File: config.mk
export PLATFORM = sky130hd
export DESIGN_NAME = wmo_front
export DESIGN_NICKNAME = d
export VERILOG_FILES = /design/src/sv/wmo_pkg.sv /design/src/sv/wmo_front.sv
export SDC_FILE = /design/constraint.sdc
export NUM_CORES = 1
export LEC_CHECK = 0
export BUFFER_PORTS_ARGS = -buffer_cell sky130_fd_sc_hd__buf_2
export CORE_MARGIN = 4
export CORE_UTILIZATION = 51
export CTS_CLUSTER_DIAMETER = 200
export CTS_CLUSTER_SIZE = 28
export DETAILED_ROUTE_END_ITERATION = 8
export GPL_TIMING_DRIVEN = 0
export PLACE_DENSITY = 0.82
export SYNTH_ARGS = -nofsm -noshare
export SYNTH_HDL_FRONTEND = slang
export SYNTH_SLANG_ARGS = --single-unit
File: constraint.sdc
create_clock -name i_clk -period 3 [get_ports i_clk]
set_clock_uncertainty 0.1 [all_clocks]
set_input_delay 0.3 -clock i_clk [delete_from_list [all_inputs] [get_ports i_clk]]
set_output_delay 0.3 -clock i_clk [all_outputs]
set_load 0.03 [all_outputs]
File: src/sv/wmo_pkg.sv
`default_nettype none
// ---------------------------------------------------------------------------
// Wavetable mix oscillator package
// Shared widths, item types, register indexes and job format used by the
// front end, the job queue, the mixing back end and the top level.
// ---------------------------------------------------------------------------
package wmo_pkg;

    // Table geometry and sample format
    localparam int TABLE_LENGTH  = 1024;
    localparam int IDX_BITS      = $clog2(TABLE_LENGTH);
    localparam int MAX_TABLES    = 4;
    localparam int SAMPLE_BITS   = 16;
    localparam int PHASE_BITS    = 32;
    localparam int FRAC_BITS     = PHASE_BITS - IDX_BITS;
    localparam int SEL_BITS      = 2;

    // Mix weights, signed Q2.14
    localparam int WEIGHT_BITS   = 16;
    localparam int WEIGHT_FRAC   = 14;
    localparam int WEIGHT_REGS   = 4;
    localparam int ACTIVE_BITS   = 3;

    // Configuration port
    localparam int CFG_INDEX_BITS = 3;
    localparam int CFG_DATA_BITS  = 32;

    // Depth of the queue between front end and back end (power of two)
    localparam int JOB_DEPTH     = 2;

    // Datapath widths of the interpolate and mix pipeline
    localparam int DIFF_BITS     = SAMPLE_BITS + 1;
    localparam int PROD_BITS     = DIFF_BITS + FRAC_BITS + 1;
    localparam int INTERP_BITS   = PROD_BITS;
    localparam int WTD_BITS      = INTERP_BITS + WEIGHT_BITS;
    localparam int ACC_BITS      = WTD_BITS + $clog2(WEIGHT_REGS);
    localparam int SUM_BITS      = ACC_BITS + 1;
    localparam int ROUND_SHIFT   = FRAC_BITS + WEIGHT_FRAC;

    // Register indexes of the configuration port
    typedef logic [CFG_INDEX_BITS-1:0] t_cfg_index;
    localparam t_cfg_index CFG_PHASE_INC = 3'd0;
    localparam t_cfg_index CFG_ACTIVE    = 3'd1;
    localparam t_cfg_index CFG_WEIGHT_0  = 3'd2;
    localparam t_cfg_index CFG_WEIGHT_1  = 3'd3;
    localparam t_cfg_index CFG_WEIGHT_2  = 3'd4;
    localparam t_cfg_index CFG_WEIGHT_3  = 3'd5;

    // Request kinds
    typedef enum logic {
        KIND_TICK  = 1'b0,
        KIND_WRITE = 1'b1
    } t_kind;

    // One input request
    typedef struct packed {
        t_kind                          kind;
        logic [SEL_BITS-1:0]            table_select;
        logic [IDX_BITS-1:0]            table_address;
        logic signed [SAMPLE_BITS-1:0]  table_value;
    } t_in_item;

    // One result
    typedef struct packed {
        logic signed [SAMPLE_BITS-1:0]  mixed_sample;
        logic                           clipped;
    } t_out_item;

    // Classified job handed from the front end to the back end.
    // For a tick, addr is the table index and frac the phase fraction.
    typedef struct packed {
        t_kind                          kind;
        logic [SEL_BITS-1:0]            sel;
        logic [IDX_BITS-1:0]            addr;
        logic [SAMPLE_BITS-1:0]         value;
        logic [FRAC_BITS-1:0]           frac;
    } t_job;

    // Mixing configuration seen by the back end
    typedef struct packed {
        logic [ACTIVE_BITS-1:0]                   active;
        logic [WEIGHT_REGS-1:0][WEIGHT_BITS-1:0]  weight;
    } t_mix_cfg;

endpackage
`default_nettype wire

File: src/sv/wmo_front.sv
`default_nettype none
// ---------------------------------------------------------------------------
// Wavetable mix oscillator front end
// Accepts requests, drops table writes outside the table range, and turns
// each tick into a job carrying the table index and phase fraction while
// advancing the phase accumulator.
// ---------------------------------------------------------------------------
module wmo_front #(
    parameter int MAX_TABLES = wmo_pkg::MAX_TABLES
) (
    input  wire logic                                i_clk,
    input  wire logic                                i_rst_n,
    input  wire logic [wmo_pkg::PHASE_BITS-1:0]      i_phase_inc,
    input  wire logic                                i_push,
    input  wire wmo_pkg::t_in_item                   i_item,
    input  wire logic                                i_full,
    output logic                                     o_q_push,
    output wmo_pkg::t_job                            o_q_job
);
    import wmo_pkg::*;

    logic [PHASE_BITS-1:0] r_phase;
    logic [PHASE_BITS-1:0] n_phase;
    logic                  w_accept;
    logic                  w_in_range;

    assign w_accept   = i_push && !i_full;
    assign w_in_range = int'(i_item.table_select) < MAX_TABLES;

    // Classify the request and build the job
    always_comb begin
        o_q_push = 1'b0;
        n_phase  = r_phase;
        o_q_job  = '0;
        o_q_job.kind = i_item.kind;
        case (i_item.kind)
            KIND_WRITE: begin
                o_q_job.sel   = i_item.table_select;
                o_q_job.addr  = i_item.table_address;
                o_q_job.value = i_item.table_value;
                o_q_push      = w_accept && w_in_range;
            end
            KIND_TICK: begin
                o_q_job.addr = r_phase[PHASE_BITS-1:FRAC_BITS];
                o_q_job.frac = r_phase[FRAC_BITS-1:0];
                o_q_push     = w_accept;
                if (w_accept) begin
                    // The span is a power of two, so the wrap is free.
                    n_phase = r_phase + i_phase_inc;
                end
            end
            default: begin
                o_q_push = 1'b0;
            end
        endcase
    end

    // Phase accumulator
    always_ff @(posedge i_clk) begin
        if (!i_rst_n) begin
            r_phase <= '0;
        end else begin
            r_phase <= n_phase;
        end
    end

`ifndef ASSERT_OFF
    // A table write never moves the phase.
    a_write_keeps_phase: assert property (@(posedge i_clk) disable iff (!i_rst_n)
        (w_accept && i_item.kind == KIND_WRITE) |=> $stable(r_phase))
        else $error("phase changed on a table write");
`endif

endmodule
`default_nettype wire

==> results of run 1 <==
[worst min path at each step]
| stage | endpoint | slack (ns) |
|---|---|---|
| floorplan | r_phase[10] | 0.34 |
| global placement | r_phase[9] | 0.35 |
| detailed placement | r_phase[9] | 0.36 |
| CTS | r_phase[31] | 0.28 |
| global route | r_phase[0] | 0.31 |
| finish | r_phase[0] | 0.29 |
[what timing repair did]
| action | in CTS | in global routing |
|---|---|---|
| pin swaps | 0 | 1 |
| hold buffers | 0 | 0 |
| endpoints found under the setup margin | 2 | 3 |
| resized for setup | 2 | 1 |
[power groups by stage]
stage          sequential, mW  combinational, mW  clock (mW)
2_1_floorplan           0.465              0.329           0
3_3_place_gp            0.469              0.452           0
3_5_place_dp            0.470              0.462           0
4_1_cts                 0.460              0.466       0.379
5_1_grt                 0.463              0.515       0.401
6_report                0.460              0.472       0.374
[cell families (layout without fill, tap and decap cells)]
group	after synthesis	after routing	share of synthesized area, %
and+or+nand+nor	185	185	29.8
muxes	15	15	5.07
buffers and inverters	28	152	3.39
xor gates and xnor gates	20	20	5.46
AOI/OAI and AO/OA	120	120	23.6
adders and majority gates	32	32	12.7
DFF	32	32	20.0
[worst min-delay path: cells and delay by family]
kind,cells,cell delay (ns)
adder cells (fa/ha/maj),1,0.12
AND/OR/NAND/NOR,1,0.04
AO/OA/AOI/OAI,1,0.10
buffers and inverters,1,0.08
[cells in the final DEF (no fill, tap or decap), types with 2 or more instances in the layout]
cell / instances
a21oi_1: 48
inv_1: 4
o31ai_1: 3
clkinvlp_4: 2
or3_1: 5
nor4_1: 3
clkbuf_1: 19
nand4_1: 11
buf_1: 3
nand2b_1: 4
ha_1: 31
nor3b_1: 3
dfxtp_1: 32
clkbuf_8: 6
xnor2_1: 17
and2_1: 20
a311o_1: 3
a31oi_1: 3
o21bai_1: 2
xor2_1: 3
nor2b_1: 26
o211ai_1: 3
nor2_1: 24
mux2i_1: 5
a21o_1: 15
o21a_1: 2
nand4b_1: 3
mux2_2: 10
nand3_1: 19
nor3_1: 5
buf_2: 116
o21ai_0: 21
a211oi_1: 6
o21ai_1: 2
nand2_1: 57
[routing by layer]
metal / track usage, % / vias up / wire [µm]
met5: 0 / - / 0
met4: 8.23 / 0 / 199
met3: 3.97 / 18 / 822
met2: 45.6 / 174 / 4760
met1: 30.2 / 1719 / 4050
li1: - / 1806 / -
[layout make-up]
class | count | area, µm²
buffer | 23 | 90.1
timing repair buffer | 116 | 581
clock buffer | 6 | 82.6
sequential | 32 | 641
tap | 75 | 93.8
inverter | 5 | 18.8
fill | 531 | 2020
clock inverter | 2 | 15.0
multi-input combinational | 372 | 2480
==> summary.md, run 1 <==
| Metric | Value |
|---|---|
| CP endpoint kind | `flip-flop` |
| Vias per cell | `~6` |
| Min-Delay Startpoint | `i_phase_inc[0]` |
| Number of max-cap violations | `0` |
| CP Depth | `10` |
| Cells on worst reg2reg path | `10` |
| Worst path buffer plus inverter count | `0` |
| Post-CTS Setup Bufs | `0` |
| Largest net degree at the start of global routing | `12` |
| Required time of the critical path | `3.09 ns` |
| Crit Path Class | `flip-flop to flip-flop` |
| Die area | `7630 µm²` |
| CP Cell Sequence | `ha_1 > fa_1 > a211oi_2 > o21bai_2 > a21oi_2 > nor4b_4 > o31ai_4 > nor3_1 > mux2i_1 > a311o_1` |
| Syn Std Cell Area | `approximately 3200 µm²` |
| Hold Crit Class | `input pin to flip-flop` |
| Top cell type's share of synthesized area | `20.0%` |
| GR Overflow Total | `0` |
| CTS Buf Count | `5` |
| Slew @ Worst Pin | `about 0.62 ns` |
| Post-synth EDFFs | `0` |
| Final worst path period share | `a little over nine tenths` |
| Main area contributors after synthesis | `dfxtp_1 (20%), ha_1 (12%), a21oi_1 (7.5%), nand2_1 (6.7%), nor2b_1 (5.1%)` |
| Routed Antenna Nets | `0` |
| Primary FF master, synth | `dfxtp_1` |
| First-pass GRT wire length | `15.6 mm` |
| Sequential area share after synthesis | `20.0%` |
| Distinct cells, synth | `50` |
| DR pass1 iterations | `5` |
| RSZ-0062 raised after global routing | `no` |
| CP delay by family, top | `compound AO/OA/AOI/OAI gates` |
| DIE WIDTH | `87.3 µm` |
| Die span in y | `87.3 µm` |
| Vias in the first global route | `3454` |
| Status | `finished, final reports clean` |
| R2r setup slk | `about 0.13 ns` |
| Initial Util | `53.3%` |
| Internal power | `812 µW` |
| FP Rows | `28` |
| Starting DRT DRC Count | `286` |
| CP max stage cell | `fa_1` |
| Max-slew violation count | `0` |
| Ys async rst share | `0%` |
| Synth Area per Inst | `7.43 µm²` |
| Placed Cells | `623` |
| Final WL | `9.84 mm` |
| CP startpoint kind | `flip-flop` |
| Final non-filler cell total | `631` |
| Total GRT Usage | `~25%` |
| Worst r2r src | `r_phase[0]` |
| Max stage delay on crit path | `between 0.4 and 0.5 ns` |
| Hold Path Depth | `4` |
| Crit path to | `r_phase[26]` |
| Register bit count reported by yosys | `32` |
| Peak Freq | `~350 MHz` |
| Crit path launch | `r_phase[0]` |
| Post-synth top area cell | `dfxtp_1` |
| Design Power | `1.31 mW` |
| Crit path arrival time | `2.96 ns` |
| Gate power share | `36.1%` |
| Switch share | `37.8%` |
| Psw | `494 µW` |
| Synth Net Count | `529` |
| DR vias | `~3700` |
| Ys Warns | `0` |
| Clock share of power | `28.6%` |
| Layout cell share with drive strength beyond 1 | `26.1%` |
| Top-count cell post-synth | `nand2_1` |
| Root buf cell | `clkbuf_8` |
| Port Buffer Count | `about 120` |
| Setup TNS Final | `0 ns` |
| Reg2Reg Capture Point | `r_phase[26]` |
| Top post-synthesis cells by count | `nand2_1 (57), a21oi_1 (48), dfxtp_1 (32), ha_1 (31), nor2b_1 (26)` |
| WL/cell | `15.6 µm` |
| PwrDens | `326 nW/µm²` |
| VDD IR max | `0.000213 V` |
| CTS tree | `yes` |
| Clk buf depth | `2` |
| Clock Sinks | `32` |
| Synth Instances | `around 430` |
| Clock insertion delay at the later pin of the skew report | `0.30 ns` |
| Endpoints failing setup | `0` |
| Max FFs per register | `32` |
| Leak | `1.85 nW` |
| Final-report hold violation count | `0` |
| Clk pin slew, worst setup/hold paths | `about 0.080 ns` |
| Final net count | `652` |
| Post-route cell area | `4000 µm²` |
| Routability Congestion | `0.936` |
| Ant diodes | `0` |
| Utilization after layout | `66.4%` |
| Drt drc | `0` |
| Pre-CTS setup slack | `-0.290 ns` |
| Hold Worst Slack | `between 0.2 and 0.3 ns` |
| Largest regs | `r_phase: 32 flops` |
| Reg power frac | `35.3%` |
| Placeable core region | `6030 µm²` |
| IO Pins | `between 100 and 150` |
| Area post-placement | `3880 µm²` |
| Min Tclk post-route | `between 2 and 3 ns` |
| Initial antenna violation count | `0` |
| Area delta synth->final | `24.7%` |
| Slew HR | `between 50 and 60%` |
| Top reg by flops | `r_phase` |
| # H-tree levels | `2` |
| Worst Path Max Fanout | `4` |
| Setup WS post-layout | `0.134 ns` |
| DP Wirelength | `between 7 and 8 mm` |
No activity file was read; power rests on OpenSTA's default activity.
==> run 2, diff against run 1 <==
--- a/config.mk
+++ b/config.mk
@@ -7,12 +7,12 @@
 export LEC_CHECK = 0
 export BUFFER_PORTS_ARGS = -buffer_cell sky130_fd_sc_hd__buf_2
 export CORE_MARGIN = 4
-export CORE_UTILIZATION = 51
+export CORE_UTILIZATION = 45
 export CTS_CLUSTER_DIAMETER = 200
 export CTS_CLUSTER_SIZE = 28
 export DETAILED_ROUTE_END_ITERATION = 8
 export GPL_TIMING_DRIVEN = 0
-export PLACE_DENSITY = 0.82
+export PLACE_DENSITY = 0.74
 export SYNTH_ARGS = -nofsm -noshare
 export SYNTH_HDL_FRONTEND = slang
 export SYNTH_SLANG_ARGS = --single-unit
==> run 2 against run 1 <==
Wire length shrank 2.6%. Combinational power about the same. Cell count grew 3.3%. Sequential share of layout area decreased by 0.25 points. Worst setup slack better by 0.032 ns. Clock power increased by 28%. Critical endpoint unchanged. Largest cell class unchanged.
==> summary.md, run 2 (synthesis results as in run 1) <==
| Metric | Value |
|---|---|
| Status | `finished, final reports clean (unchanged)` |
| Layout cell share with drive strength beyond 1 | `26.1% (unchanged)` |
| Clk pin slew, worst setup/hold paths | `0.08 ns (about the same)` |
| Hold Crit Class | `input pin to flip-flop (unchanged)` |
| Area delta synth->final | `26.7% (was 24.7%)` |
| DR pass1 iterations | `5 (unchanged)` |
| Storage cell area | `641 µm² (unchanged)` |
| Layout filler cell count | `675 (was 531)` |
| Ant diodes | `0 (unchanged)` |
| GR Overflow Total | `0 (unchanged)` |
| Area of the multi-input gates | `2490 µm² (was 2480 µm²)` |
| Psw | `485 µW (was 494 µW)` |
| Clk buf depth | `2 (unchanged)` |
| Die span in y | `92.5 µm (was 87.3 µm)` |
| Largest net degree at the start of global routing | `11 (was 12)` |
| # hold bufs at CTS | `0 (unchanged)` |
| Gate power share | `33.4% (was 36.1%)` |
| Min Tclk post-route | `2.83 ns (was 2.87 ns)` |
| Starting DRT DRC Count | `172 (was 286)` |
| Commonest non-fill, non-tap cell in the layout | `buf_2 (unchanged)` |
| Design Power | `1.41 mW (was 1.31 mW)` |
| Slew @ Worst Pin | `0.565 ns (was 0.616 ns)` |
| Switch share | `34.5% (was 37.8%)` |
| Reg2Reg Capture Point | `r_phase[26] (unchanged)` |
| Required time of the critical path | `3.09 ns (about the same)` |
| PwrDens | `346 nW/µm² (was 326 nW/µm²)` |
| Leak | `1.87 nW (was 1.85 nW)` |
| IO Pins | `117 (unchanged)` |
| Crit Path Class | `flip-flop to flip-flop (unchanged)` |
| Peak Freq | `353 MHz (was 349 MHz)` |
| Final-report hold violation count | `0 (unchanged)` |
| # H-tree levels | `2 (unchanged)` |
| RSZ-0062 raised after global routing | `yes (was no)` |
| Clock share of power | `33.9% (was 28.6%)` |
| FP Rows | `30 (was 28)` |
| Final net count | `652 (unchanged)` |
| First-pass GRT wire length | `15.5 mm (was 15.6 mm)` |
| Number of max-cap violations | `0 (unchanged)` |
| CTS Buf Count | `5 (unchanged)` |
| Worst r2r src | `r_phase[0] (unchanged)` |
| Final WL | `9.58 mm (was 9.84 mm)` |
| Largest regs | `r_phase: 32 flops (unchanged)` |
| Final worst path period share | `94.5% (was 95.5%)` |
| DIE WIDTH | `92.5 µm (was 87.3 µm)` |
| Die area | `8550 µm² (was 7630 µm²)` |
| Endpoints failing setup | `0 (unchanged)` |
| Worst Path Max Fanout | `4 (unchanged)` |
| Clock insertion delay at the later pin of the skew report | `0.29 ns (was 0.30 ns)` |
| Post-CTS Setup Bufs | `0 (unchanged)` |
| Max-slew violation count | `0 (unchanged)` |
| CP startpoint kind | `flip-flop (unchanged)` |
| Top reg by flops | `r_phase (unchanged)` |
| VDD IR max | `0.000205 V (was 0.000213 V)` |
| Initial antenna violation count | `0 (unchanged)` |
| DP Wirelength | `7.52 mm (was 7.68 mm)` |
| Drt drc | `0 (unchanged)` |
| WL/cell | `14.7 µm (was 15.6 µm)` |
| Crit path launch | `r_phase[0] (unchanged)` |
| Internal power | `920 µW (was 812 µW)` |
| Max FFs per register | `32 (unchanged)` |
| Vias in the first global route | `3430 (was 3454)` |
| Slew HR | `62.3% (was 58.9%)` |
| Crit path arrival time | `2.92 ns (was 2.96 ns)` |
| CP endpoint kind | `flip-flop (unchanged)` |
| Cells on worst reg2reg path | `10 (unchanged)` |
| Root buf cell | `clkbuf_8 (unchanged)` |
| Port Buffer Count | `116 (unchanged)` |
| Total GRT Usage | `21.9% (was 25.3%)` |
| Routability Congestion | `0.907 (was 0.936)` |
| Vias per cell | `5.59 (was 5.89)` |
| Placeable core region | `6870 µm² (was 6030 µm²)` |
| Crit path to | `r_phase[26] (unchanged)` |
| Utilization after layout | `59.2% (was 66.4%)` |
| R2r setup slk | `0.17 ns (was 0.13 ns)` |
| Routed Antenna Nets | `0 (unchanged)` |
| Initial Util | `46.7% (was 53.3%)` |
| DR vias | `3644 (was 3717)` |
| Clock Sinks | `32 (unchanged)` |
| CTS tree | `yes (unchanged)` |
| Reg power frac | `32.7% (was 35.3%)` |
| Commonest cells after routing, fill and taps aside | `buf_2 (116), nand2_1 (57), a21oi_1 (48) (unchanged)` |
## run 2: cell count changes in the layout (fill, tap and decap cells not counted)
cell	change
a211oi_2	-1
clkbuf_8	+1
bufinv_16	+1
a211oi_4	+1
clkinvlp_4	-2
## run 2: layout make-up
class                   instances  share of cell area [%]
multi-input cells             372                    61.2
flip-flops and latches         32                    15.8
clock inverters                 1                   0.739
inverters                       5                   0.462
clock buffers                   7                    2.37
well taps                      96                    2.95
plain buffers                  23                    2.22
repair buffers                116                    14.3
## run 2: per-layer routing
layer  up-vias  GRT usage [%]  share of wire [%]
met3        19           4.22                7.3
met2       147           39.0                 47
li1       1807              -                  -
met5         -              0                  0
met4         0           6.44                1.7
met1      1671           26.6                 44
## run 2: worst min-delay path by stage
stage | from | endpoint | slack, ns | cells after the start
floorplan | r_phase[10] | r_phase[10] | 0.34 | 2
global placement | r_phase[10] | r_phase[10] | 0.35 | 2
detailed placement | r_phase[9] | r_phase[9] | 0.36 | 2
CTS | i_phase_inc[31] | r_phase[31] | 0.25 | 3
global route | i_phase_inc[31] | r_phase[31] | 0.29 | 3
finish | i_phase_inc[31] | r_phase[31] | 0.26 | 3
## run 2: power by group through the flow
stage	sequential (mW)	combinational (mW)	clock, mW
finish	0.460	0.469	0.477
floorplan	0.465	0.329	0
global placement	0.469	0.452	0
CTS	0.460	0.462	0.485
detailed placement	0.469	0.458	0
global route	0.463	0.515	0.501
## run 2: repair_timing
item | CTS | global route
pin swaps | 0 | 2
gates resized for setup | 1 | 3
endpoints found under the setup margin | 1 | 2
## run 2: worst max-delay path, stage by stage, from the launching register on
cell and delay [ns]:
dfxtp_1 0.32, ha_1 0.21, fa_1 0.45, a211oi_4 0.29
o21bai_2 0.11, a21oi_2 0.23, nor4b_4 0.11, o31ai_4 0.33
nor3_1 0.12, mux2i_1 0.13, a311o_1 0.32
## run 2: metrics by stage
| stage | hold slack [ns] | setup TNS (ns) | std cells | area (µm²) | setup slack, ns |
|---|---|---|---|---|---|
| floorplan | 0.344 | 0 | 432 | 3210 | 0.251 |
| global placement | 0.355 | -0.252 | 644 | 3910 | -0.215 |
| detailed placement | 0.365 | -0.310 | 644 | 3910 | -0.244 |
| CTS | 0.247 | 0 | 652 | 4040 | 0.00383 |
| global route | 0.288 | -0.0445 | 652 | 4070 | -0.0225 |
| finish | 0.260 | 0 | 652 | 4070 | 0.166 |
