==> src/sv/wmo_pkg.sv <==
`default_nettype none
// ---------------------------------------------------------------------------
// Wavetable mix oscillator package
// Shared widths, item types, register indexes and job format used by the
// front end, the job queue, the mixing back end and the top level.
// ---------------------------------------------------------------------------
package wmo_pkg;

    // Table geometry and sample format
    localparam int TABLE_LENGTH  = 1024;
    localparam int IDX_BITS      = $clog2(TABLE_LENGTH);
    localparam int MAX_TABLES    = 4;
    localparam int SAMPLE_BITS   = 16;
    localparam int PHASE_BITS    = 32;
    localparam int FRAC_BITS     = PHASE_BITS - IDX_BITS;
    localparam int SEL_BITS      = 2;

    // Mix weights, signed Q2.14
    localparam int WEIGHT_BITS   = 16;
    localparam int WEIGHT_FRAC   = 14;
    localparam int WEIGHT_REGS   = 4;
    localparam int ACTIVE_BITS   = 3;

    // Configuration port
    localparam int CFG_INDEX_BITS = 3;
    localparam int CFG_DATA_BITS  = 32;

    // Depth of the queue between front end and back end (power of two)
    localparam int JOB_DEPTH     = 2;

    // Datapath widths of the interpolate and mix pipeline
    localparam int DIFF_BITS     = SAMPLE_BITS + 1;
    localparam int PROD_BITS     = DIFF_BITS + FRAC_BITS + 1;
    localparam int INTERP_BITS   = PROD_BITS;
    localparam int WTD_BITS      = INTERP_BITS + WEIGHT_BITS;
    localparam int ACC_BITS      = WTD_BITS + $clog2(WEIGHT_REGS);
    localparam int SUM_BITS      = ACC_BITS + 1;
    localparam int ROUND_SHIFT   = FRAC_BITS + WEIGHT_FRAC;

    // Register indexes of the configuration port
    typedef logic [CFG_INDEX_BITS-1:0] t_cfg_index;
    localparam t_cfg_index CFG_PHASE_INC = 3'd0;
    localparam t_cfg_index CFG_ACTIVE    = 3'd1;
    localparam t_cfg_index CFG_WEIGHT_0  = 3'd2;
    localparam t_cfg_index CFG_WEIGHT_1  = 3'd3;
    localparam t_cfg_index CFG_WEIGHT_2  = 3'd4;
    localparam t_cfg_index CFG_WEIGHT_3  = 3'd5;

    // Request kinds
    typedef enum logic {
        KIND_TICK  = 1'b0,
        KIND_WRITE = 1'b1
    } t_kind;

    // One input request
    typedef struct packed {
        t_kind                          kind;
        logic [SEL_BITS-1:0]            table_select;
        logic [IDX_BITS-1:0]            table_address;
        logic signed [SAMPLE_BITS-1:0]  table_value;
    } t_in_item;

    // One result
    typedef struct packed {
        logic signed [SAMPLE_BITS-1:0]  mixed_sample;
        logic                           clipped;
    } t_out_item;

    // Classified job handed from the front end to the back end.
    // For a tick, addr is the table index and frac the phase fraction.
    typedef struct packed {
        t_kind                          kind;
        logic [SEL_BITS-1:0]            sel;
        logic [IDX_BITS-1:0]            addr;
        logic [SAMPLE_BITS-1:0]         value;
        logic [FRAC_BITS-1:0]           frac;
    } t_job;

    // Mixing configuration seen by the back end
    typedef struct packed {
        logic [ACTIVE_BITS-1:0]                   active;
        logic [WEIGHT_REGS-1:0][WEIGHT_BITS-1:0]  weight;
    } t_mix_cfg;

endpackage
`default_nettype wire

==> src/sv/wmo_queue.sv <==
`default_nettype none
// ---------------------------------------------------------------------------
// Wavetable mix oscillator job queue
// Short first-in first-out queue that decouples the front end from the
// back end.
// ---------------------------------------------------------------------------
module wmo_queue (
    input  wire logic           i_clk,
    input  wire logic           i_rst_n,
    input  wire logic           i_push,
    input  wire wmo_pkg::t_job  i_job,
    output logic                o_full,
    input  wire logic           i_pop,
    output wmo_pkg::t_job       o_job,
    output logic                o_empty
);
    import wmo_pkg::*;

    localparam int PTR_BITS = (JOB_DEPTH > 1) ? $clog2(JOB_DEPTH) : 1;
    localparam int CNT_BITS = $clog2(JOB_DEPTH + 1);

    t_job                r_slot [JOB_DEPTH];
    logic [PTR_BITS-1:0] r_wr_ptr;
    logic [PTR_BITS-1:0] r_rd_ptr;
    logic [CNT_BITS-1:0] r_count;
    logic                w_do_push;
    logic                w_do_pop;

    assign o_full    = r_count == CNT_BITS'(JOB_DEPTH);
    assign o_empty   = r_count == '0;
    assign o_job     = r_slot[r_rd_ptr];
    assign w_do_push = i_push && !o_full;
    assign w_do_pop  = i_pop && !o_empty;

    // Pointers and fill count
    always_ff @(posedge i_clk) begin
        if (!i_rst_n) begin
            r_wr_ptr <= '0;
            r_rd_ptr <= '0;
            r_count  <= '0;
        end else begin
            if (w_do_push) begin
                r_wr_ptr <= r_wr_ptr + PTR_BITS'(1);
            end
            if (w_do_pop) begin
                r_rd_ptr <= r_rd_ptr + PTR_BITS'(1);
            end
            if (w_do_push && !w_do_pop) begin
                r_count <= r_count + CNT_BITS'(1);
            end else if (w_do_pop && !w_do_push) begin
                r_count <= r_count - CNT_BITS'(1);
            end
        end
    end

    // Slot storage
    always_ff @(posedge i_clk) begin
        if (w_do_push) begin
            r_slot[r_wr_ptr] <= i_job;
        end
    end

endmodule
`default_nettype wire

==> config.mk <==
export PLATFORM = sky130hd
export DESIGN_NAME = wmo_queue
export DESIGN_NICKNAME = d
export VERILOG_FILES = /design/src/sv/wmo_pkg.sv /design/src/sv/wmo_queue.sv
export SDC_FILE = /design/constraint.sdc
export NUM_CORES = 1
export LEC_CHECK = 0
export BUFFER_PORTS_ARGS = -buffer_cell sky130_fd_sc_hd__buf_2
export CELL_PAD_IN_SITES_DETAIL_PLACEMENT = 1
export CELL_PAD_IN_SITES_GLOBAL_PLACEMENT = 2
export CORE_ASPECT_RATIO = 1.75
export CORE_MARGIN = 2
export CORE_UTILIZATION = 40
export DETAILED_ROUTE_END_ITERATION = 10
export GPL_ROUTABILITY_DRIVEN = 0
export PLACE_DENSITY_LB_ADDON = 0.1
export SYNTH_ARGS = -nofsm -noshare
export SYNTH_HDL_FRONTEND = slang
export SYNTH_SLANG_ARGS = --single-unit
export TNS_END_PERCENT = 30
==> constraint.sdc <==
create_clock -name i_clk -period 5.5 [get_ports i_clk]
set_clock_uncertainty 0.2 [all_clocks]
set_input_delay 0.825 -clock i_clk [delete_from_list [all_inputs] [get_ports i_clk]]
set_output_delay 0.825 -clock i_clk [all_outputs]
set_load 0.01 [all_outputs]
==> results by group, run 1 <==
Run status
  – Status: finished clean

Logic synthesis
  – Synth Instances: 184
  – Syn nets: 240
  – Top FF cell, synth: edfxtp_1
  – Ys async rst share: 0%
  – Post-Syn Area: 3901 um2
  – Seq cells post-synth: 107
  – Synth cell count leaders: 102 x edfxtp_1, 51 x mux2_2, 6 x buf_2
  – Total number of yosys warnings: 0
  – Most common cell in the netlist: edfxtp_1
  – Top-area cell type share of the netlist area: 78.51%
  – Avg Cell Area, Syn: 21.20 um2
  – Ranking of synthesized cells by area: edfxtp_1 79%, mux2_2 15%, dfxtp_1 2.6%
  – Largest area contributor in the netlist: edfxtp_1
  – EDFF count, synth: 102
  – Netlist cell types: 20
  – Seq/Total Area, Yosys: 81.08%

Global route
  – Maximum number of pins on one net before global-route repair: 53
  – Vias in the first global route: 2,206
  – Global-route usage over all layers: 14.37%
  – First-pass GRT wire length: 11,170 um
  – Initial antenna violation count: 0
  – Remaining global-route overflow: 0

Route
  – M1 WL: 2526 um
  – Routed Antenna Nets: 0
  – DR top layer: met4
  – Vias: 1,988
  – WL met3: 589 um
  – Met2 WL: 3988 um
  – Initial DRC count: 119
  – Final wirelength: 7215 um
  – Pre-antenna DRT Iters: 3
  – Drt wl/cell: 16.98 um
  – Routed vias/inst: 4.678
  – Post-route DRC: 0

CTS
  – Number of cells upsized or downsized after cts: 0
  – # H-tree levels: 3
  – TritonCTS Sinks: 107
  – Root buf cell: clkbuf_16
  – Setup Buffers After CTS: 0
  – Cts hold-fix bufs: 0
  – Clk buf depth: 2
  – Clock slew at reported path FFs: 0.06 ns
  – CTS Buf Count: 9
  – TritonCTS clock tree: built
  – Skew-Pair Late Insertion Delay: 0.33 ns

Placement
  – IO buf count: 107
  – Placed cells: 410
  – Post-DP HPWL: 4847 um
  – Pre-CTS setup slack: 2.731 ns
  – DP Area: 4591 um2

Job
  – Max-cap viol count: 0

Power
  – Gate power share: 23.4%
  – Sw Pwr: 0.0005910 W
  – Power Internal: 0.001680 W
  – Maximum vdd drop: 0.2461 mV
  – Power Dens Cells: 463.8 nW/um2
  – Net Sw Frac: 26.02%
  – Clock network fraction of total power: 29.0%
  – Seq pwr share: 47.6%
  – Leak pwr: 1.829 nW

Setup path
  – Critical path class: reg2out
  – Worst-case reg-to-reg path depth: 4
  – Critical Path Sink Type: primary output
  – Crit path max fanout: 27
  – Setup slack, reg-to-reg: 3.56 ns
  – FF-to-FF Start: r_count[0]
  – Slowest-stage cell, CP: dfxtp_2
  – Crit path DAT: 2.06 ns
  – Critical path cell sequence: buf_4, mux2_2, buf_2
  – Reg2Reg Capture Point: r_slot[0][40]
  – CP Launch Type: flip-flop
  – Critical Path RT: 4.47 ns
  – Worst path max stage delay: 0.71 ns

STA
  – Final setup viols: 0
  – Post-route setup slack: 2.419 ns
  – Fin crit period: 3.081 ns
  – Slew @ Worst Pin: 0.7151 ns
  – Period utilization: 56.02%
  – Slew Limit Fails: 0
  – RSZ-0062 raised after global routing: no
  – Slew margin rel.: 52.32%
  – Fin. Hold Viols: 0
  – FMAX: 324.5 MHz
  – Setup TNS: 0 ns

Finish
  – Share of cells above drive strength 1: 58.75%
  – Post-route cell area: 4897 um2
  – N_diodes: 0
  – Util after Layout: 51.72%
  – Net total in the final layout: 355
  – Final Non-Filler Cells: 425
  – Layout area overhead: 25.53%

Min path
  – Hold depth: 2
  – Hold EP: r_count[1]
  – HP Start: r_count[1]
  – Hold Path Class: reg2reg

Floorplan
  – Die W: 78.66 um
  – Initial Utilization: 41.21%
  – Total I/O pin count: 108
  – Die ar.: 10,590 um2
  – Die Span Y: 134.6 um
  – Num rows: 47
  – Core area: 9468 um2
-- layout make-up --
class | instances | area [um2]
clock inverter | 5 | 77.57
tap | 122 | 152.6
fill | 943 | 4571
sequential | 107 | 3164
timing repair buffer | 110 | 558.0
clock buffer | 10 | 229.0
inverter | 2 | 7.507
multi-input combinational | 69 | 708.2
-- cells by family (layout without fill, tap and decap cells) --
logic type	after synthesis	in the layout	synth area share, %
multiplexers	51	51	14.72
AND/OR/NAND/NOR	9	9	1.412
flip-flops	107	107	81.08
XOR/XNOR	3	3	0.6736
buffers and inverters	8	127	0.9620
AO/OA/AOI/OAI	5	5	0.8338
adder cells (fa/ha/maj)	1	1	0.3207
-- worst max path at each step --
stage                         start            to  cells past startpoint  slack [ns]
after global placement    flip-flop     o_job[24]                      3        2.71
final                     flip-flop     o_job[40]                      3        2.42
after CTS                 flip-flop     o_job[24]                      3        2.35
after floorplan              i_push  r_slot[0][0]                      2        1.93
after detailed placement  flip-flop     o_job[24]                      3        2.73
after global routing      flip-flop     o_job[24]                      3        2.28
-- state kept, by name (all words and copies together), names as in the netlist, named ones only --
signal / count
r_count: 2
r_rd_ptr: 1
r_wr_ptr: 1
r_slot: 102
-- metrics by stage --
| stage | hold WS (ns) | total power, W |
|---|---|---|
| after detailed placement | 0.3224 | 0.001648 |
| after floorplan | 0.2833 | 0.001430 |
| after global placement | 0.3085 | 0.001639 |
| after CTS | 0.3313 | 0.002312 |
| after global routing | 0.3629 | 0.002382 |
| final | 0.3242 | 0.002271 |
-- placed cells by master, fill, tap and decap left out, types with 2 or more instances in the layout --
cell type / instances
bufinv_16: 2
edfxtp_1: 102
xnor2_1: 2
nor2_1: 2
clkbuf_16: 9
mux2_2: 51
dfxtp_1: 4
buf_2: 107
buf_4: 3
and2_1: 3
-- layer usage --
layer	track usage (%)	up-vias
li1	-	946
met4	5.848	0
met2	25.50	65
met3	6.350	8
met5	0	-
met1	14.46	969
-- worst max-delay path: cells and delay by family (launching register included) --
family	cells	cell delay (ns)
mux	1	0.39
flops	1	0.71
buf+inv	2	0.59
-- power groups by stage --
stage / clock network [W] / logic, W / registers [W]
3_3_place_gp: 0 / 0.000541 / 0.00110
4_1_cts: 0.000679 / 0.000549 / 0.00108
6_report: 0.000660 / 0.000530 / 0.00108
3_5_place_dp: 0 / 0.000545 / 0.00110
5_1_grt: 0.000706 / 0.000580 / 0.00110
2_1_floorplan: 0 / 0.000362 / 0.00107
(Power assumes the default switching activity.)
==> run 2, diff against run 1 <==
Settings changed: CORE_UTILIZATION 40 to 34.
Clock period 5.5 ns to 2.8 ns, I/O delays scaled along.
==> results by group, run 2 (same netlist as run 1, synthesis figures left out) <==
Power
  – Leak pwr: 1.868 nW (+2.1%)
  – Power Dens Cells: 928.0 nW/um2 (+100%)
  – Maximum vdd drop: 0.4144 mV (+68%)
  – Power, Total: 0.004635 W (+100%)

STA
  – Setup TNS: 0 ns (unchanged)
  – RSZ-0062 raised after global routing: no
  – Fin. Hold Viols: 0 (unchanged)
  – Post-route setup slack: 0.4712 ns (-1.948 ns)
  – FMAX: 429.4 MHz
  – Period utilization: 83.17%
  – Fin crit period: 2.329 ns
  – Slew @ Worst Pin: 0.4784 ns (-0.2368 ns)
  – Slew Limit Fails: 0 (unchanged)
  – Final setup viols: 0 (unchanged)
  – Slew margin rel.: 68.11% (+16 points)

Placement
  – IO buf count: 107 (unchanged)
  – Pre-CTS setup slack: 0.7763 ns (-1.955 ns)
  – Post-DP HPWL: 5482 um (+13%)

Setup path
  – Setup slack, reg-to-reg: 0.96 ns (-2.60 ns)
  – Crit path DAT: 1.71 ns (-0.35 ns)
  – Slowest-stage cell, CP: dfxtp_2
  – Crit path max fanout: 19 (-30%)
  – CP Launch Type: flip-flop
  – Critical Path Sink Type: primary output
  – FF-to-FF Start: r_count[0]
  – Critical Path RT: 2.18 ns (-2.29 ns)
  – CP bufs+invs: 2 (unchanged)
  – Delay-heaviest family, CP: flip-flops
  – Worst path max stage delay: 0.63 ns (-0.08 ns)
  – Critical path class: reg2out
  – Critical path cell sequence: buf_12, mux2_2, buf_2

Global route
  – Maximum number of pins on one net before global-route repair: 34 (-36%)
  – First-pass GRT wire length: 12,090 um (+8.2%)
  – Initial antenna violation count: 1 (+1)
  – Remaining global-route overflow: 0 (unchanged)
  – Vias in the first global route: 2,303 (+4.4%)
  – Global-route usage over all layers: 13.06% (-1.3 points)

Finish
  – Most frequent cells in the layout: 107 x buf_2, 102 x edfxtp_1, 51 x mux2_2, 9 x clkbuf_16
  – Layout area overhead: 28.03%
  – Max reg flops: 102 (unchanged)
  – Commonest non-fill, non-tap cell in the layout: buf_2
  – Net total in the final layout: 358 (+0.85%)
  – Top Registers: r_slot (102), r_count (2)
  – Util after Layout: 44.73% (-7.0 points)
  – Share of cells above drive strength 1: 59.61% (+0.86 points)
  – Biggest register: r_slot

CTS
  – Skew-Pair Late Insertion Delay: 0.34 ns (about the same)
  – TritonCTS Sinks: 107 (unchanged)
  – Number of cells upsized or downsized after cts: 0 (unchanged)
  – # H-tree levels: 3 (unchanged)
  – Clock slew at reported path FFs: 0.07 ns (about the same)
  – TritonCTS clock tree: built
  – Clk buf depth: 2 (unchanged)
  – CTS Buf Count: 9 (unchanged)
  – Cts hold-fix bufs: 0 (unchanged)
  – Root buf cell: clkbuf_16
  – Setup Buffers After CTS: 0 (unchanged)

Floorplan
  – Die W: 84.98 um (+8.0%)
  – Initial Utilization: 34.94% (-6.3 points)
  – Total I/O pin count: 108 (unchanged)
  – Num rows: 51 (+8.5%)
  – Core area: 11,170 um2 (+18%)
  – Die ar.: 12,380 um2 (+17%)
  – Die Span Y: 145.7 um (+8.2%)

Route
  – WL met3: 435 um (-26%)
  – Pre-antenna DRT Iters: 4 (+1)
  – DR top layer: met4
  – Routed Antenna Nets: 0 (unchanged)
  – Vias: 2,054 (+3.3%)
  – Final wirelength: 7721 um (+7.0%)
  – Drt wl/cell: 17.55 um (+3.4%)
  – Initial DRC count: 107 (-10%)
  – Met2 WL: 4359 um (+9.3%)
  – Post-route DRC: 0 (unchanged)
  – Routed vias/inst: 4.668 (-0.20%)
  – M1 WL: 2755 um (+9.1%)

Min path
  – Hold Path Class: in2reg
  – HP Start: i_job[45]

Run status
  – Status: finished clean

Job
  – Max-cap viol count: 0 (unchanged)
run 2: cell types whose count changed in the layout (fill, tap and decap cells not counted), sizes merged:
cell,previous run,this run
buf,110,113
diode,0,1
bufinv,2,3
inv,3,2
clkinv,2,4
clkbuf,10,9
run 2: layer usage:
| metal | track usage (%) | vias to the layer above |
|---|---|---|
| met5 | 0 | - |
| met4 | 4.841 | 0 |
| met3 | 4.481 | 10 |
| met2 | 23.87 | 71 |
| met1 | 13.42 | 1015 |
| li1 | - | 958 |
run 2: per-stage QoR:
step | cells | hold WS [ns] | cell area (um2)
global route | 440 | 0.04515 | 4995
finish | 440 | 0.06161 | 4995
floorplan | 184 | 0.2833 | 3908
detailed placement | 423 | 0.3241 | 4651
global placement | 423 | 0.3147 | 4651
CTS | 439 | 0.04771 | 4992
run 2: report_power, final:
group          internal (W)  switching [W]  total, W
combinational      0.000549       0.000574   0.00112
sequential          0.00201      0.0000958   0.00211
clock              0.000871       0.000532   0.00140
run 2: final timing paths:
| path | end | depth (start not counted) |
|---|---|---|
| worst max register to register | r_count[1] | 6 |
| worst min register to register | r_count[1] | 2 |
| worst max-delay path | o_job[13] | 3 |
| worst min-delay path | r_slot[0][45] | 1 |
run 2: final cells by class:
type                       count  area (um2)
fill                        1103        6172
tap                          132       165.2
sequential                   107        3164
timing repair buffer         113       605.6
inverter                       2       7.507
clock buffer                   9       225.2
multi-input combinational     69       708.2
clock inverter                 7       116.4
antenna                        1       2.502
==> run 3, diff against run 2 <==
Clock period 2.8 ns to 2.1 ns, I/O delays scaled along.
==> results by group, run 3 (same netlist as run 1, synthesis figures left out) <==
CTS
  – Clk buf depth: 2 (unchanged)
  – Setup Buffers After CTS: 0 (unchanged)
  – CTS Buf Count: 9 (unchanged)
  – TritonCTS Sinks: 107 (unchanged)
  – TritonCTS clock tree: built
  – Root buf cell: clkbuf_16
  – Skew-Pair Late Insertion Delay: 0.33 ns (about the same)
  – Clock slew at reported path FFs: 0.07 ns (about the same)
  – # H-tree levels: 3 (unchanged)

Placement
  – Post-DP HPWL: 4756 um (-13%)
  – Placed cells: 422 (-0.24%)
  – DP Area: 4667 um2 (+0.35%)
  – IO buf count: 107 (unchanged)

Setup path
  – Critical Path Sink Type: primary output
  – Critical Path RT: 1.58 ns (-0.60 ns)
  – Critical path class: reg2out
  – FF-to-FF Start: r_count[1]
  – Crit path DAT: 1.48 ns (-0.23 ns)
  – CP Launch Type: flip-flop
  – Setup slack, reg-to-reg: 0.37 ns (-0.59 ns)
  – Reg2Reg Capture Point: r_count[1]
  – Worst-case reg-to-reg path depth: 6 (unchanged)
  – Crit path max fanout: 23 (+4)

Min path
  – Hold EP: r_wr_ptr
  – HP Start: i_rst_n
  – Hold Path Class: in2reg
  – Hold depth: 2 (+1)

Floorplan
  – Die W: 84.98 um (unchanged)
  – Core area: 11,170 um2 (unchanged)
  – Die Span Y: 145.7 um (unchanged)
  – Die ar.: 12,380 um2 (unchanged)
  – Num rows: 51 (unchanged)
  – Initial Utilization: 34.94% (unchanged)
  – Total I/O pin count: 108 (unchanged)

STA
  – Period utilization: 94.93%
  – Final setup viols: 0 (unchanged)
  – RSZ-0062 raised after global routing: no
  – Fin. Hold Viols: 0 (unchanged)
  – Fin crit period: 1.994 ns
  – Slew Limit Fails: 0 (unchanged)
  – FMAX: 501.6 MHz
  – Slew margin rel.: 79.65% (+12 points)
  – Slew @ Worst Pin: 0.3053 ns (-0.1731 ns)

Power
  – Power Dens Cells: 1101 nW/um2 (+19%)
  – Maximum vdd drop: 0.4823 mV (+16%)
  – Power, Total: 0.006020 W (+30%)
  – Leak pwr: 2.050 nW (+9.7%)

Route
  – Routed Antenna Nets: 0 (unchanged)
  – Initial DRC count: 99 (-7.5%)
  – Pre-antenna DRT Iters: 4 (unchanged)
  – Post-route DRC: 0 (unchanged)
  – Final wirelength: 7727 um (about the same)
  – Vias: 2,264 (+10%)
  – Drt wl/cell: 15.80 um (-10%)
  – Routed vias/inst: 4.630 (-0.82%)

Finish
  – Biggest register: r_slot
  – Layout fillers: 1,090 (-1.2%)
  – Max reg flops: 102 (unchanged)
  – Layout area overhead: 40.15%
  – Commonest non-fill, non-tap cell in the layout: buf_2
  – Area of the multi-input gates: 715.7 um2 (+1.1%)
  – Share of cells above drive strength 1: 50.98% (-8.6 points)
  – Top Registers: r_slot (102), r_count (2)
  – Most frequent cells in the layout: 107 x buf_2, 102 x edfxtp_1, 51 x mux2_2, 51 x dlygate4sd3_1, 9 x clkbuf_16
  – Net total in the final layout: 408 (+14%)
  – N_diodes: 0 (-1)
  – Final Non-Filler Cells: 489 (+11%)
  – Post-route cell area: 5468 um2 (+9.5%)
  – Register area: 3166 um2 (about the same)

Run status
  – Status: finished clean

Global route
  – First-pass GRT wire length: 12,690 um (+5.0%)
  – Remaining global-route overflow: 0 (unchanged)
  – Global-route usage over all layers: 13.16% (+0.098 points)
  – Vias in the first global route: 2,546 (+11%)
  – Maximum number of pins on one net before global-route repair: 52 (+53%)
  – Initial antenna violation count: 0 (-1)

Job
  – Max-cap viol count: 0 (unchanged)
==> run 3: area by class of cell <==
| cell class | count | area share (%) |
|---|---|---|
| tap | 132 | 3.021 |
| sequential | 107 | 57.89 |
| clock buffer | 11 | 4.256 |
| clock inverter | 5 | 0.9840 |
| multi-input combinational | 69 | 13.09 |
| timing repair buffer | 163 | 20.57 |
| inverter | 2 | 0.1831 |
==> run 3: critical path, stage by stage, from the launching register on <==
cell and delay [ns]:
dfxtp_2 0.36, buf_6 0.25, mux2_2 0.38, buf_2 0.15
==> run 3: how the worst max path moves through the flow <==
stage,endpoint,slack [ns],cells after the start
floorplan,r_slot[0][0],-0.34,3
finish,o_job[16],0.11,3
CTS,o_job[13],0.07,3
global placement,o_job[13],0.37,3
global route,o_job[13],0.05,3
detailed placement,o_job[13],0.36,3
==> run 3: metrics by stage <==
stage	setup WS [ns]	util, %	hold slack [ns]	TNS (ns)
3_3_place_gp	0.3651	41.79	0.3026	0
3_5_place_dp	0.3638	41.79	0.3062	0
2_1_floorplan	-0.3413	-	0.2139	-32.17
5_1_grt	0.05124	48.96	0.05115	0
4_1_cts	0.06949	48.96	0.03689	0
6_report	0.1064	48.96	0.04937	0
==> run 3: repair_timing <==
item / in CTS / in global routing
hold endpoints to repair: 102 / 0
setup endpoints to repair: 3 / 0
gates resized for setup: 1 / 0
hold buffers: 51 / 0
==> run 3: where the power goes <==
part	switching [W]	internal, W
Sequential	0.0000916	0.00268
Combinational	0.000810	0.000811
Clock	0.000705	0.000919
==> run 3: routing by layer <==
layer / routed length, um / share of wire, % / global-route usage, %
met5: 0 / 0 / 0
met4: 142 / 1.8 / 4.762
met3: 381 / 4.9 / 3.290
met2: 4235 / 55 / 22.89
met1: 2968 / 38 / 15.50
